<file path="src/rtl/dra_pkg.sv">
// Shared types and constants for the DNS response address parser.
// No dependencies; imported by dra_parser and dns_response_address_parser.
package dra_pkg;

  // Status codes reported with each result
  localparam logic [2:0] STATUS_OK           = 3'd0;
  localparam logic [2:0] STATUS_NOT_RESPONSE = 3'd1;
  localparam logic [2:0] STATUS_RCODE_ERROR  = 3'd2;
  localparam logic [2:0] STATUS_LEN_MISMATCH = 3'd3;
  localparam logic [2:0] STATUS_NO_A_RECORD  = 3'd4;

  // Configuration register map
  localparam int          PADDR_W          = 2;
  localparam logic [PADDR_W-1:0] REG_EXPECTED_ID = 2'd0;
  localparam logic [15:0] EXPECTED_ID_RESET = 16'd6828;

  // DNS constants
  localparam logic [7:0]  MAX_LABEL_LEN = 8'd63;
  localparam logic [15:0] TYPE_A        = 16'd1;
  localparam logic [15:0] A_RDLENGTH    = 16'd4;

  typedef struct packed {
    logic [3:0]  rcode;
    logic        id_mismatch;
    logic [2:0]  status;
    logic [31:0] address;
  } result_t;

endpackage

</file>
<file path="src/rtl/dra_parser.sv">
// Byte-wise DNS response parser: holds the parse state and forms the result
// for the byte being taken. Depends on dra_pkg.
module dra_parser #(
  parameter int MAX_MSG_BYTES = 1024
) (
  input  logic             clk,
  input  logic             rst,
  input  logic             take,
  input  logic [7:0]       msg_byte,
  input  logic             last,
  input  logic [15:0]      expected_id,
  output dra_pkg::result_t result
);
  import dra_pkg::*;

  localparam int CW = $clog2(MAX_MSG_BYTES + 2);

  typedef enum logic [3:0] {
    PH_HDR, PH_QNAME, PH_QTAIL, PH_ASTART, PH_ANAME, PH_APTR,
    PH_AFIX, PH_ARDATA, PH_SKIP, PH_DONE, PH_OVER
  } phase_t;

  logic [CW-1:0] byte_count, byte_count_next;
  phase_t        phase, phase_next;
  logic [3:0]    field_index, field_index_next;
  logic [15:0]   header_id, header_id_next;
  logic [15:0]   flags_word, flags_word_next;
  logic [15:0]   questions_left, questions_left_next;
  logic [15:0]   answers_left, answers_left_next;
  logic [7:0]    label_left, label_left_next;
  logic [15:0]   record_type, record_type_next;
  logic [15:0]   data_left, data_left_next;
  logic [31:0]   addr_accum, addr_accum_next;
  logic          found_a, found_a_next;
  logic          parse_done, parse_done_next;

  always_comb begin
    byte_count_next     = byte_count;
    phase_next          = phase;
    field_index_next    = field_index;
    header_id_next      = header_id;
    flags_word_next     = flags_word;
    questions_left_next = questions_left;
    answers_left_next   = answers_left;
    label_left_next     = label_left;
    record_type_next    = record_type;
    data_left_next      = data_left;
    addr_accum_next     = addr_accum;
    found_a_next        = found_a;
    parse_done_next     = parse_done;

    // saturate one past the limit
    if (byte_count <= CW'(MAX_MSG_BYTES)) byte_count_next = byte_count + 1'b1;

    case (phase)
      PH_HDR: begin
        if (field_index < 4'd2) header_id_next = {header_id[7:0], msg_byte};
        else if (field_index < 4'd4) flags_word_next = {flags_word[7:0], msg_byte};
        else if (field_index < 4'd6) questions_left_next = {questions_left[7:0], msg_byte};
        else if (field_index < 4'd8) answers_left_next = {answers_left[7:0], msg_byte};
        if (field_index >= 4'd11) begin
          field_index_next = '0;
          if (questions_left != '0) begin
            phase_next      = PH_QNAME;
            label_left_next = '0;
          end else if (answers_left != '0) begin
            phase_next = PH_ASTART;
          end else begin
            phase_next      = PH_DONE;
            parse_done_next = 1'b1;
          end
        end else begin
          field_index_next = field_index + 1'b1;
        end
      end
      PH_QNAME, PH_ANAME: begin
        if (label_left != '0) begin
          label_left_next = label_left - 1'b1;
        end else if (msg_byte == '0) begin
          field_index_next = '0;
          phase_next       = (phase == PH_QNAME) ? PH_QTAIL : PH_AFIX;
        end else begin
          label_left_next = msg_byte;
        end
      end
      PH_QTAIL: begin
        if (field_index >= 4'd3) begin
          field_index_next    = '0;
          questions_left_next = questions_left - 1'b1;
          if (questions_left_next != '0) begin
            phase_next      = PH_QNAME;
            label_left_next = '0;
          end else if (answers_left != '0) begin
            phase_next = PH_ASTART;
          end else begin
            phase_next      = PH_DONE;
            parse_done_next = 1'b1;
          end
        end else begin
          field_index_next = field_index + 1'b1;
        end
      end
      PH_ASTART: begin
        field_index_next = '0;
        if (msg_byte > MAX_LABEL_LEN) begin
          phase_next = PH_APTR;
        end else if (msg_byte == '0) begin
          phase_next = PH_AFIX;
        end else begin
          label_left_next = msg_byte;
          phase_next      = PH_ANAME;
        end
      end
      PH_APTR: begin
        field_index_next = '0;
        phase_next       = PH_AFIX;
      end
      PH_AFIX: begin
        if (field_index < 4'd2) record_type_next = {record_type[7:0], msg_byte};
        else if (field_index >= 4'd8) data_left_next = {data_left[7:0], msg_byte};
        if (field_index >= 4'd9) begin
          field_index_next = '0;
          if (record_type_next == TYPE_A && data_left_next == A_RDLENGTH) begin
            phase_next = PH_ARDATA;
          end else if (data_left_next == '0) begin
            answers_left_next = answers_left - 1'b1;
            if (answers_left_next != '0) begin
              phase_next = PH_ASTART;
            end else begin
              phase_next      = PH_DONE;
              parse_done_next = 1'b1;
            end
          end else begin
            phase_next = PH_SKIP;
          end
        end else begin
          field_index_next = field_index + 1'b1;
        end
      end
      PH_ARDATA: begin
        addr_accum_next = {addr_accum[23:0], msg_byte};
        if (field_index >= 4'd3) begin
          field_index_next  = '0;
          found_a_next      = 1'b1;
          answers_left_next = answers_left - 1'b1;
          if (answers_left_next != '0) begin
            phase_next = PH_ASTART;
          end else begin
            phase_next      = PH_DONE;
            parse_done_next = 1'b1;
          end
        end else begin
          field_index_next = field_index + 1'b1;
        end
      end
      PH_SKIP: begin
        data_left_next = data_left - 1'b1;
        if (data_left_next == '0) begin
          answers_left_next = answers_left - 1'b1;
          if (answers_left_next != '0) begin
            phase_next = PH_ASTART;
          end else begin
            phase_next      = PH_DONE;
            parse_done_next = 1'b1;
          end
        end
      end
      default: begin
        // any byte past the answers
        phase_next      = PH_OVER;
        parse_done_next = 1'b0;
      end
    endcase
  end

  // result as seen after this byte
  always_comb begin
    result.address     = addr_accum_next;
    result.rcode       = flags_word_next[3:0];
    result.id_mismatch = (byte_count_next >= CW'(2)) && (header_id_next != expected_id);
    if (byte_count_next < CW'(4)) begin
      result.status = STATUS_LEN_MISMATCH;
    end else if (!flags_word_next[15]) begin
      result.status = STATUS_NOT_RESPONSE;
    end else if (flags_word_next[3:0] != 4'd0) begin
      result.status = STATUS_RCODE_ERROR;
    end else if (!parse_done_next || byte_count_next > CW'(MAX_MSG_BYTES)) begin
      result.status = STATUS_LEN_MISMATCH;
    end else if (!found_a_next) begin
      result.status = STATUS_NO_A_RECORD;
    end else begin
      result.status = STATUS_OK;
    end
  end

  always_ff @(posedge clk) begin
    if (rst || (take && last)) begin
      byte_count     <= '0;
      phase          <= PH_HDR;
      field_index    <= '0;
      header_id      <= '0;
      flags_word     <= '0;
      questions_left <= '0;
      answers_left   <= '0;
      label_left     <= '0;
      record_type    <= '0;
      data_left      <= '0;
      addr_accum     <= '0;
      found_a        <= 1'b0;
      parse_done     <= 1'b0;
    end else if (take) begin
      byte_count     <= byte_count_next;
      phase          <= phase_next;
      field_index    <= field_index_next;
      header_id      <= header_id_next;
      flags_word     <= flags_word_next;
      questions_left <= questions_left_next;
      answers_left   <= answers_left_next;
      label_left     <= label_left_next;
      record_type    <= record_type_next;
      data_left      <= data_left_next;
      addr_accum     <= addr_accum_next;
      found_a        <= found_a_next;
      parse_done     <= parse_done_next;
    end
  end

endmodule

</file>
<file path="src/rtl/dns_response_address_parser.sv">
// DNS response address parser: one message byte per item in, one result per message.
// The result item is registered: valid in the cycle after the tlast item is taken.
// Throughput: one byte per cycle while the output register is empty or draining; the
// parse step lies between the state and output registers, so bytes need no gaps.
// Reset (rst, synchronous): clears the parse state and the output valid flag,
// and sets expected_id to 6828. Depends on dra_pkg and dra_parser.
module dns_response_address_parser #(
  parameter int MAX_MSG_BYTES = 1024
) (
  input  logic                        clk,
  input  logic                        rst,
  // APB configuration port
  input  logic                        psel,
  input  logic                        penable,
  input  logic                        pwrite,
  input  logic [dra_pkg::PADDR_W-1:0] paddr,
  input  logic [31:0]                 pwdata,
  output logic [31:0]                 prdata,
  output logic                        pready,
  // message bytes in
  input  logic                        s_tvalid,
  output logic                        s_tready,
  input  logic [7:0]                  s_tdata,   // [7:0] msg_byte
  input  logic                        s_tlast,   // last byte of the message
  // results out
  output logic                        m_tvalid,
  input  logic                        m_tready,
  output logic [39:0]                 m_tdata    // [31:0] address, [34:32] status,
                                                 // [35] id_mismatch, [39:36] rcode
);
  import dra_pkg::*;

  logic [15:0] expected_id;
  logic        take;
  result_t     step_result;
  result_t     out_result;

  // Configuration: writes land on the access phase; pready is tied high.
  assign pready = 1'b1;

  always_ff @(posedge clk) begin
    if (rst) begin
      expected_id <= EXPECTED_ID_RESET;
    end else if (psel && penable && pwrite && (paddr == REG_EXPECTED_ID)) begin
      expected_id <= pwdata[15:0];
    end
  end

  always_comb begin
    case (paddr)
      REG_EXPECTED_ID: prdata = {16'd0, expected_id};
      default:         prdata = '0;
    endcase
  end

  // Take a byte whenever the output register is empty or drains this cycle.
  assign s_tready = !m_tvalid || m_tready;
  assign take     = s_tvalid && s_tready;

  dra_parser #(
    .MAX_MSG_BYTES(MAX_MSG_BYTES)
  ) u_parser (
    .clk         (clk),
    .rst         (rst),
    .take        (take),
    .msg_byte    (s_tdata),
    .last        (s_tlast),
    .expected_id (expected_id),
    .result      (step_result)
  );

  // Output register: load on the last byte, drop when the sink takes it.
  always_ff @(posedge clk) begin
    if (rst) begin
      m_tvalid <= 1'b0;
    end else if (take && s_tlast) begin
      m_tvalid <= 1'b1;
    end else if (m_tready) begin
      m_tvalid <= 1'b0;
    end
  end

  always_ff @(posedge clk) begin
    if (take && s_tlast) begin
      out_result <= step_result;
    end
  end

  assign m_tdata = {out_result.rcode, out_result.id_mismatch,
                    out_result.status, out_result.address};

endmodule
</file>
<file path="config.mk">
export PLATFORM = sky130hd
export DESIGN_NAME = dns_response_address_parser
export DESIGN_NICKNAME = d
export VERILOG_FILES = /design/src/rtl/dra_pkg.sv /design/src/rtl/dra_parser.sv /design/src/rtl/dns_response_address_parser.sv
export SDC_FILE = /design/constraint.sdc
export NUM_CORES = 1
export LEC_CHECK = 0
export BUFFER_PORTS_ARGS = -buffer_cell sky130_fd_sc_hd__buf_4
export CAP_MARGIN = 20
export CORE_MARGIN = 8
export CORE_UTILIZATION = 54
export CTS_CLUSTER_SIZE = 10
export DETAILED_ROUTE_END_ITERATION = 10
export MAX_ROUTING_LAYER = met4
export PLACE_DENSITY_LB_ADDON = 0.15
export SYNTH_ARGS = -nofsm -noshare
export SYNTH_HDL_FRONTEND = slang
export SYNTH_HIERARCHICAL = 1
export SYNTH_SLANG_ARGS = --single-unit
</file>
<file path="constraint.sdc">
create_clock -name clk -period 3 [get_ports clk]
set_input_delay 0.6 -clock clk [delete_from_list [all_inputs] [get_ports clk]]
set_output_delay 0.6 -clock clk [all_outputs]
set_load 0.01 [all_outputs]
</file>
-- After elaboration in Yosys (flattened, before gate mapping)
Index checks and enable logic that the tools add are counted.
- flip-flop bits (word level): 214
- output and inout bits: 75
- logic and storage cells: 194
- $add $sub $neg: 6
- $lt $le $gt $ge: 13
- equal/unequal tests: 28
- muxes and demuxes: 80
- bitwise operators: 2
- reduce and logical (&&, ||, !) cells: 43
- operator list (kind ; count):
    2-to-1 mux 16 bit ; 24
    2-to-1 mux 4 bit ; 19
    case mux 16 bit (2 select lines) ; 2
    case mux 16 bit (4 select lines) ; 1
    nonzero test 16 bit ; 4
    2-to-1 mux 8 bit ; 7
    subtractor 16 x 1 -> 16 bit (second input constant) ; 3
    zero test 16 bit ; 2
    2-to-1 mux 32 bit ; 1
    case mux 4 bit (8 select lines) ; 1
    case mux 8 bit (4 select lines) ; 1
    != test 2 x 1 -> 1 bit (second input constant) ; 11
    case mux 4 bit (5 select lines) ; 1
    == test 16 x 1 -> 1 bit (second input constant) ; 1
    == test 16 x 3 -> 1 bit (second input constant) ; 1
    == test 4 x 3 -> 1 bit (second input constant) ; 4
    != test 16 bit ; 1
    2-to-1 mux 1 bit ; 15
    >= comparator 4 bit (second input constant) ; 3
    != test 2 bit (second input constant) ; 6
    nonzero test 4 bit ; 3
    adder 11 x 1 -> 11 bit (second input constant) ; 1
    >= comparator 11 x 2 -> 1 bit (second input constant) ; 1
    greater-than comparator 11 bit (second input constant) ; 1
    other kinds (34) ; 58

-- Longest topological paths before layout
Gate-level depths: netlist (run 1).
- word-level depth: 14
- gate-level depth with buffers: 12
- gate-level depth less buffers: 9

-- Cells and area by module
Netlist (run 1), hierarchy kept.
- modules (own cells, without submodules) (module ; instances ; cells each ; area an instance (um2)):
    dra_parser ; 1 ; 1201 ; 9470.3
    dns_response_address_parser ; 1 ; 153 ; 2198.4

-- Worst setup path after synthesis (run 1)
Ideal clock, no wire load.
- path type: input to register
- from: input m_tready
- to: register out_result, in the netlist m_tdata[0] (enable)
- library setup time: 0.442 ns
- arrival: 2.621 ns
- required time: 2.558 ns
- path slack: -0.063 ns
- stages: 2
- path buffers: 0
- path through: nand2b_1 -> nor2b_1
- word-level cells in the longest chain between the ends: 3
- RTL lines (element ; line ; source):
    start, declared ; dns_response_address_parser.sv:27 ; input logic m_tready,
    logical OR 1 bit ; dns_response_address_parser.sv:57 ; assign s_tready = !m_tvalid || m_tready;
    logical AND 1 bit ; dns_response_address_parser.sv:58 ; assign take = s_tvalid && s_tready;
    logical AND 1 bit ; dns_response_address_parser.sv:84 ; if (take && s_tlast) begin
    end signal, assigned ; dns_response_address_parser.sv:85 ; out_result <= step_result;
    end, declared ; dns_response_address_parser.sv:36 ; result_t out_result;
No other way between the ends.
A chain may end at the register's enable or synchronous reset.

-- Final worst setup path (run 1)
- from: register u_parser.questions_left[1]
- to: register u_parser.label_left[2]
- word-level cells in the longest chain between the ends: 4
- elaborated cells between the ends (all ways): 6
- RTL lines (element ; line ; source):
    start, declared ; dra_parser.sv:28 ; logic [15:0] questions_left, questions_left_next;
    start signal, assigned ; dra_parser.sv:217 ; questions_left <= questions_left_next;
    subtractor 16 x 1 -> 16 bit ; dra_parser.sv:89 ; questions_left_next = questions_left - 1'b1;
    nonzero test 16 bit ; dra_parser.sv:90 ; if (questions_left_next != '0) begin
    != test 2 x 1 -> 1 bit (no source line) ; -- ;
    AND reduction 7 bit (no source line) * ; -- ;
    end signal, assigned ; dra_parser.sv:219 ; label_left <= label_left_next;
    end, declared ; dra_parser.sv:30 ; logic [7:0] label_left, label_left_next;
Every way passes the cells marked *; elsewhere a longest branch is shown, timed or not.

==> results of run 1 <==
## path summary, 6_finish.rpt
path / start / endpoint / slack (ps) / cells past startpoint
setup / recovery: u_parser/questions_left[1]$_SDFFE_PP0P_ / u_parser/label_left[2]$_SDFFE_PP0P_ / 160 / 10
hold / removal: pwdata[3] / expected_id[3]$_SDFFE_PP1P_ / 350 / 3
setup reg to reg: u_parser/questions_left[1]$_SDFFE_PP0P_ / u_parser/label_left[2]$_SDFFE_PP0P_ / 160 / 10
hold reg to reg: u_parser/header_id[12]$_SDFFE_PP0P_ / u_parser/header_id[12]$_SDFFE_PP0P_ / 460 / 2
## sequential cells by signal (all words and copies together) (netlist names), 8 cells and up
| name | flops |
|---|---|
| expected_id | 16 |
| u_parser/questions_left | 16 |
| u_parser/header_id | 16 |
| u_parser/addr_accum | 32 |
| u_parser/label_left | 8 |
| u_parser/byte_count | 11 |
| u_parser/data_left | 16 |
| u_parser/answers_left | 16 |
| m_tdata | 40 |
| u_parser/record_type | 16 |
## layer usage
layer | routed length, um | vias up
li1 | - | 5022
met3 | 2090 | 45
met5 | 0 | -
met4 | 616 | 0
met1 | 13900 | 4801
met2 | 14500 | 332
## cell families after synthesis
kind of cell             synth area share (%)
AND/OR/NAND/NOR                          23.1
AO/OA/AOI/OAI                            17.2
flip-flops                               38.4
multiplexers                             10.7
XOR/XNOR                                 2.48
adder cells (fa/ha/maj)                  1.61
buffers and inverters                    6.50
other                                  0.0644
## layout by cell type, fill, tap and decap left out, drive strengths merged, types with 6 or more instances in the layout
cell / count
a211oi: 16
a21o: 6
a21oi: 97
a22oi: 13
a31oi: 12
and2: 24
buf: 162
clkbuf: 43
conb: 17
dfxtp: 164
edfxtp: 40
ha: 15
inv: 30
mux2: 38
mux2i: 82
nand2: 87
nand2b: 26
nand3: 45
nand4: 16
nor2: 169
nor2b: 9
nor3: 49
nor3b: 10
nor4: 32
nor4b: 6
o21a: 6
o21ai: 54
o221a: 6
o22ai: 8
o311ai: 21
o31ai: 21
or3: 10
or4: 8
xnor2: 16
xor2: 17
## final cells by class
cell class / instances / area, um2
Timing Repair Buffer: 162 / 1270
Sequential cell: 204 / 4490
Clock inverter: 2 / 13.8
Fill cell: 1867 / 7590
Multi-Input combinational cell: 1002 / 6540
Clock buffer: 43 / 744
Inverter: 29 / 109
Tap cell: 275 / 344
## worst min-delay path, delay by kind of cell
| kind | cells | cell delay, ps |
|---|---|---|
| buffers and inverters | 1 | 70 |
| multiplexers | 1 | 110 |
| AND/OR/NAND/NOR | 1 | 30 |
## stage by stage
step	cell area, um2	hold slack (ps)	instances	TNS [ps]	utilization (%)
global placement	12700	442	1670	0	60.3
global route	13500	339	1717	-9.12	64.0
detailed placement	12700	449	1670	0	60.3
finish	13500	346	1717	0	64.0
CTS	13500	327	1715	0	63.9
floorplan	11700	434	1369	0	-
## power by group through the flow
stage / Sequential [mW] / Clock (mW) / Combinational [mW]
finish: 2.86 / 2.80 / 0.461
floorplan: 2.92 / 0 / 0.285
global placement: 2.92 / 0 / 0.455
CTS: 2.86 / 2.86 / 0.460
global route: 2.86 / 2.98 / 0.499
detailed placement: 2.92 / 0 / 0.457
## timing repair
action / CTS / global route
setup buffers: 0 / 2
endpoints found under the setup margin: 0 / 27
gates resized for setup: 0 / 6
hold buffers: 0 / 0
==> run metrics, run 1 <==
GP Congestion=0.926; Initial DRT Pass Iterations=5; sequential fraction of design power=46.7%; number of I/O port buffers=91; Mapped Cells=1354; Crit. End Element=flip-flop; # diodes=0; final worst-path cycle share=94.8%; Clock Tree Buf Depth=3; Worst Setup Slack, final=157 ps; Layout Nets=1489; Synth Flop Type=dfxtp_1; grt ovf=0; clk sink count=204; Slew HR=42.6%; max-cap violations=0; H-Tree Level Count=1; M3 GR Usage=3.77%; GR Util All Layers=23.1%; internal power=4.68 mW; antenna-violating nets left=0; Vias/cell=5.94; CP top delay family=simple AND/OR/NAND/NOR gates; number of synthesized flops with an enable pin=40; number of global-route vias before repair=9609; pin count of the biggest net entering global routing=59; first-pass GRT wire length=50100 um; Synth cell types=92; Net Switching=1.43 mW; worst skew pair latency=520 ps; CP max stage delay=520 ps; clock share of power=45.7%; PwrDens=453 nW/um2; Die Height=163 um; vias post-DR=10200; crit path DAT=3220 ps; routing usage on met1=30.9%; share of the synthesized area in the top cell type=28.1%; Setup crit start kind=flip-flop; Die Wd=163 um; routed len/inst=18.1 um; Most Used Layer, Global Route=met2; worst-path cell chain=inv_1 -> ha_2 -> or3b_2 -> nand2_1 -> a211o_1 -> a211oi_2 -> buf_4 -> or3b_1 -> o311ai_0 -> o21ai_0; Hold Vio Cnt, Final=0; HPWL Detailed=20600 um; status=finished clean; Synth Register Bits=204; CTS clk-pin slew, worst paths=60 ps; Tightest Pin Transition=861 ps; Slowest-stage cell, CP=or3b_1; worst hold path type=primary input to flip-flop; WP buf/inv=2; CTS tree=done; full die area=26600 um2; Synth area leaders=dfxtp_1, edfxtp_1, mux2i_1, nor2_1, a21oi_1; clock root cell=clkbuf_16; Pwr Total=6.12 mW; worst vdd ir=460 uV; worst clock skew=12.7 ps; Worst Path Class, Setup=flip-flop to flip-flop; area delta synth->final=15.7%; synthesized area=11700 um2; Pleak=5.28 nW; Ys Warns=6; Commonest cells post-synth=nor2_1, dfxtp_1, clkbuf_1, a21oi_1, nand2_1; syn avg cell area=8.62 um2; minimum clock period=2840 ps; Req. time, crit path=3380 ps; Slew Limit Fails=0; Setup Viol. Count Final=0; met2 Usage GRT=35.5%; leading area contributor after synthesis=dfxtp_1; row count=53; Iteration-0 DRC Markers=800; ratio of cells with drive above 1 in the final layout=19.4%; initial antenna violation count=0; IO Count=125; CTS Buf Count=25; Core ar.=21100 um2; Post-synth ARST share=0%; Fmax=352 MHz; cell with the most instances after synthesis=nor2_1; Comb pwr share=7.5%; Switching Fraction=23.4%; Seq/Total Area, Yosys=38.4%; pre-CTS setup slack=39.3 ps; Crit Path Max Fanout=10; DRC viols=0; Initial Util=55.3%; routed wire length=31100 um
Power figures use the tool's default switching activity.
==> run 2: changes to the inputs <==
==> constraint.sdc (replaced) <==
create_clock -name clk -period 3 [get_ports clk]
set_input_delay 0.3 -clock clk [delete_from_list [all_inputs] [get_ports clk]]
set_output_delay 0.3 -clock clk [all_outputs]
set_load 0.01 [all_outputs]
==> run 2 against run 1 <==
  * Flip-flop and latch count unchanged
  * Clock skew is 9.3 ps higher
  * Hold slack lost 310 ps
  * Via count about the same
==> run metrics, run 2 (synthesis gave the netlist of run 1 again) <==
Die Wd=163 um; Fmax=357 MHz; clk sink count=204; minimum clock period=2800 ps; crit path DAT=3070 ps; most frequent cells in the layout=nor2_1, dfxtp_1, buf_4; cts hold-fix bufs=0; HPWL Detailed=20400 um; Slew Limit Fails=0; H-Tree Level Count=1; Worst Path Class, Setup=flip-flop to flip-flop; Initial DRT Pass Iterations=5; grt ovf=0; Crit. End Element=flip-flop; Iteration-0 DRC Markers=770; Final Core Density=63.8%; max-cap violations=0; Slowest-stage cell, CP=or4_1; routed wire length=30800 um; Core ar.=21100 um2; Layout Nets=1486; area occupied by multi-input gates=6560 um2; initial antenna violation count=0; sequential cell area=4480 um2; GP Congestion=0.902; CTS clk-pin slew, worst paths=60 ps; CTS tree=done; Pleak=5.24 nW; placed cell count=1667; Layout fillers=1782; IO Count=125; Hold Vio Cnt, Final=0; row count=53; Initial Util=55.3%; number of I/O port buffers=91; clock root cell=clkbuf_16; pin count of the biggest net entering global routing=71; Vias/cell=5.96; post-route setup TNS=0 ps; Clock Tree Buf Depth=3; CP dominant cell by count=buf_4; GR Util All Layers=23.0%; Req. time, crit path=3270 ps; routed len/inst=18.0 um; Setup crit start kind=flip-flop; worst-path cell chain=or4_1 -> buf_4 -> nor2_2 -> buf_4 -> mux2i_1 -> xor2_1 -> nand4_1 -> nor4_1 -> a21oi_1; RSZ-0062 raised after global routing=false; worst hold path type=primary input to flip-flop; DRC viols=0; Tightest Pin Transition=842 ps; # diodes=0; Worst Setup Slack, final=201 ps; CP max stage delay=670 ps; Setup Viol. Count Final=0; final worst-path cycle share=93.3%; worst skew pair latency=540 ps; CTS Buf Count=25; Die Height=163 um; most common cell after layout, fill and taps aside=nor2_1; Slew HR=43.9%; area delta synth->final=15.3%; Non-Filler Instances=1713; Crit Path Max Fanout=15; vias post-DR=10200; first-pass GRT wire length=49800 um; CP top delay family=simple AND/OR/NAND/NOR gates; worst clock skew=22.0 ps; status=finished clean; ratio of cells with drive above 1 in the final layout=19.3%; PwrDens=452 nW/um2; number of global-route vias before repair=9682; antenna-violating nets left=0; max reg flops=40; worst vdd ir=506 uV; full die area=26600 um2; pre-CTS setup slack=47.8 ps; WP buf/inv=2
run 2: per-layer routing:
layer	share of wire, %	up-vias	track usage [%]
li1	-	5010	-
met1	45	4857	29.7
met2	47	286	36.9
met3	6.4	48	4.35
met4	1.6	0	5.30
met5	0	-	-
run 2: path summary, 6_finish.rpt:
check / start / endpoint / slack (ps) / cells after the start
worst max-delay path: u_parser/phase[1]$_SDFFE_PP0P_ / m_tdata[35]$_DFFE_PP_ / 200 / 9
worst max register to register: u_parser/phase[1]$_SDFFE_PP0P_ / m_tdata[35]$_DFFE_PP_ / 200 / 9
worst min register to register: u_parser/header_id[13]$_SDFFE_PP0P_ / u_parser/header_id[13]$_SDFFE_PP0P_ / 450 / 2
worst min-delay path: pwdata[12] / expected_id[12]$_SDFFE_PP1P_ / 30 / 3
run 2: metrics by stage:
step	total power, mW	instance area [um2]	hold slack [ps]
2_1_floorplan	3.21	11700	434
3_3_place_gp	3.37	12700	441
3_5_place_dp	3.37	12700	446
4_1_cts	6.13	13400	19.7
5_1_grt	6.30	13400	19.4
6_report	6.07	13400	34.0
run 2: layout make-up:
class / count / area share [%]
Timing Repair Buffer: 159 / 9.06
Tap cell: 275 / 2.56
Multi-Input combinational cell: 1002 / 48.7
Inverter: 29 / 0.809
Clock buffer: 42 / 5.27
Clock inverter: 2 / 0.214
Sequential cell: 204 / 33.3
run 2: worst register-to-register path, delay by kind of cell, from the launching register on:
kind	cells	cell delay [ps]
compound gates	1	100
xor+xnor	1	200
buf+inv	2	460
flops	1	370
mux	1	280
simple gates	4	1140
run 2: report_power, final:
| group | switching [mW] | total (mW) | internal, mW |
|---|---|---|---|
| clock | 1.15 | 2.76 | 1.61 |
| combinational | 0.281 | 0.457 | 0.176 |
| sequential | 0.0270 | 2.86 | 2.83 |
| total | 1.46 | 6.07 | 4.61 |
run 2: what timing repair did:
item | in CTS | in global routing
buffers inserted | 0 | 2
endpoints found under the hold margin | 0 | 0
endpoints found under the setup margin | 0 | 12
resized for setup | 0 | 7
==> run 3: changes to the inputs <==
==> constraint.sdc (replaced) <==
create_clock -name clk -period 3 [get_ports clk]
set_input_delay 0.3 -clock clk [delete_from_list [all_inputs] [get_ports clk]]
set_output_delay 0.3 -clock clk [all_outputs]
set_load 0.1 [all_outputs]
==> run 3 against run 2 <==
  * Utilization up 0.25 points
  * Register-to-register slack worse by 50 ps
  * Final area up 0.39%
  * Total power up 5.5%
  * Via count up 0.17%
  * Clock-buffer cell count up 2
  * Sequential power about the same
  * Sequential share of layout area down 0.12 points
  * Non-clock buffer count unchanged
  * Largest power group unchanged
==> run metrics, run 3 (synthesis gave the netlist of run 1 again) <==
status=finished clean; area occupied by multi-input gates=6550 um2; most common cell after layout, fill and taps aside=nor2_1; grt ovf=0; routed wire length=31100 um; Setup Viol. Count Final=0; Comb pwr share=11.1%; final worst-path cycle share=95.0%; RSZ-0062 raised after global routing=false; pin count of the biggest net entering global routing=76; full die area=26600 um2; Tightest Pin Transition=869 ps; HPWL Detailed=20500 um; Initial DRT Pass Iterations=5; CTS tree=done; Pleak=5.27 nW; antenna-violating nets left=0; vias post-DR=10200; worst vdd ir=445 uV; sequential cell area=4490 um2; GP Congestion=0.934; placed cell count=1666; initial antenna violation count=0; CTS Buf Count=25; worst hold path type=primary input to flip-flop; post-route setup TNS=0 ps; Slew Limit Fails=0; minimum clock period=2850 ps; internal power=4.67 mW; H-Tree Level Count=1; Hold Vio Cnt, Final=0; Die Height=163 um; clk sink count=204; PwrDens=475 nW/um2; met2 Usage GRT=37.8%; CP max stage delay=590 ps; Net Switching=1.74 mW; GR Util All Layers=23.6%; Slew HR=42.1%; worst skew pair latency=540 ps; Iteration-0 DRC Markers=783; Vias/cell=5.96; Worst Path Class, Setup=flip-flop to flip-flop; DRC viols=0; Worst Setup Slack, final=149 ps; Core ar.=21100 um2; routed len/inst=18.1 um; routing usage on met1=29.8%; # diodes=0; row count=53; max reg flops=40; CTS clk-pin slew, worst paths=60 ps; Setup crit start kind=flip-flop; Die Wd=163 um; sequential fraction of design power=44.6%; Layout Nets=1486; Non-Filler Instances=1715; Slowest-stage cell, CP=or4b_2; clock root cell=clkbuf_16; Switching Fraction=27.1%; ratio of cells with drive above 1 in the final layout=19.5%; IO Count=125; worst-path cell chain=ha_1 -> or4b_2 -> nor4_2 -> o2111ai_1 -> a211oi_2 -> buf_4 -> a21oi_1 -> a211oi_2 -> buf_4 -> o21ai_0; Clock Tree Buf Depth=3; most frequent cells in the layout=nor2_1, dfxtp_1, buf_4; first-pass GRT wire length=50700 um; worst clock skew=16.5 ps; number of global-route vias before repair=9942; max-cap violations=0; Hold Slack=24.7 ps; clock share of power=44.2%; Crit. End Element=flip-flop; Layout fillers=1803; cts hold-fix bufs=0; Pwr Total=6.41 mW; pre-CTS setup slack=18.0 ps; M3 GR Usage=4.27%; area delta synth->final=15.7%; Most Used Layer, Global Route=met2; number of I/O port buffers=91; Crit Path Max Fanout=8; crit path DAT=3130 ps; Req. time, crit path=3280 ps; Initial Util=55.3%; Fmax=351 MHz
[run 3: changes by cell type in the layout (fill, tap and decap cells not counted), moves of 2 or more]
cell      previous run  this run
buf_12               2         5
buf_4              157       154
clkbuf_8             2         4
nor4_1              25        27
nor4_2               5         3
[run 3: per-stage QoR]
step           util, %  instance area [um2]
2_1_floorplan        -                11700
3_3_place_gp      60.2                12700
3_5_place_dp      60.2                12700
4_1_cts           63.8                13400
5_1_grt           64.0                13500
6_report          64.0                13500
[run 3: per-layer routing]
layer | wire length (um) | up-vias | share of wire (%)
met4 | 860 | 0 | 2.8
met1 | 13700 | 4831 | 44
met5 | 0 | - | 0
li1 | - | 5016 | -
met2 | 14600 | 301 | 47
met3 | 1860 | 70 | 6.0
[run 3: worst paths after layout]
kind                                      startpoint                                  to  slack [ps]  cells after the start
max          u_parser/questions_left[0]$_SDFFE_PP0P_               m_tdata[32]$_DFFE_PP_         150                     10
max reg2reg  u_parser/questions_left[0]$_SDFFE_PP0P_               m_tdata[32]$_DFFE_PP_         150                     10
min                                        pwdata[5]         expected_id[5]$_SDFFE_PP1P_          20                      3
min reg2reg       u_parser/header_id[9]$_SDFFE_PP0P_  u_parser/header_id[9]$_SDFFE_PP0P_         450                      2
[run 3: critical path, delay by kind of cell (launching register included)]
family                     cells  cell delay [ps]
buffers and inverters          2              330
DFF                            1              480
and+or+nand+nor                2              780
adders and majority gates      1              190
AOI/OAI and AO/OA              5              810
[run 3: cell type report]
type                       instances  share of cell area (%)
inverter                          29                   0.806
clock buffer                      44                    5.46
tap                              275                    2.55
clock inverter                     2                   0.185
timing repair buffer             159                    9.30
sequential                       204                    33.2
multi-input combinational       1002                    48.5
[run 3: power groups by stage]
stage	Clock, mW	Sequential, mW	Combinational, mW
floorplan	0	3.05	0.411
global placement	0	2.92	0.706
detailed placement	0	2.92	0.711
CTS	2.89	2.86	0.714
global route	3.03	2.86	0.751
finish	2.84	2.86	0.714
[run 3: timing repair]
| action | CTS | global route |
|---|---|---|
| endpoints found under the setup margin | 0 | 14 |
| gates resized for setup | 0 | 7 |
| buffers inserted | 0 | 3 |
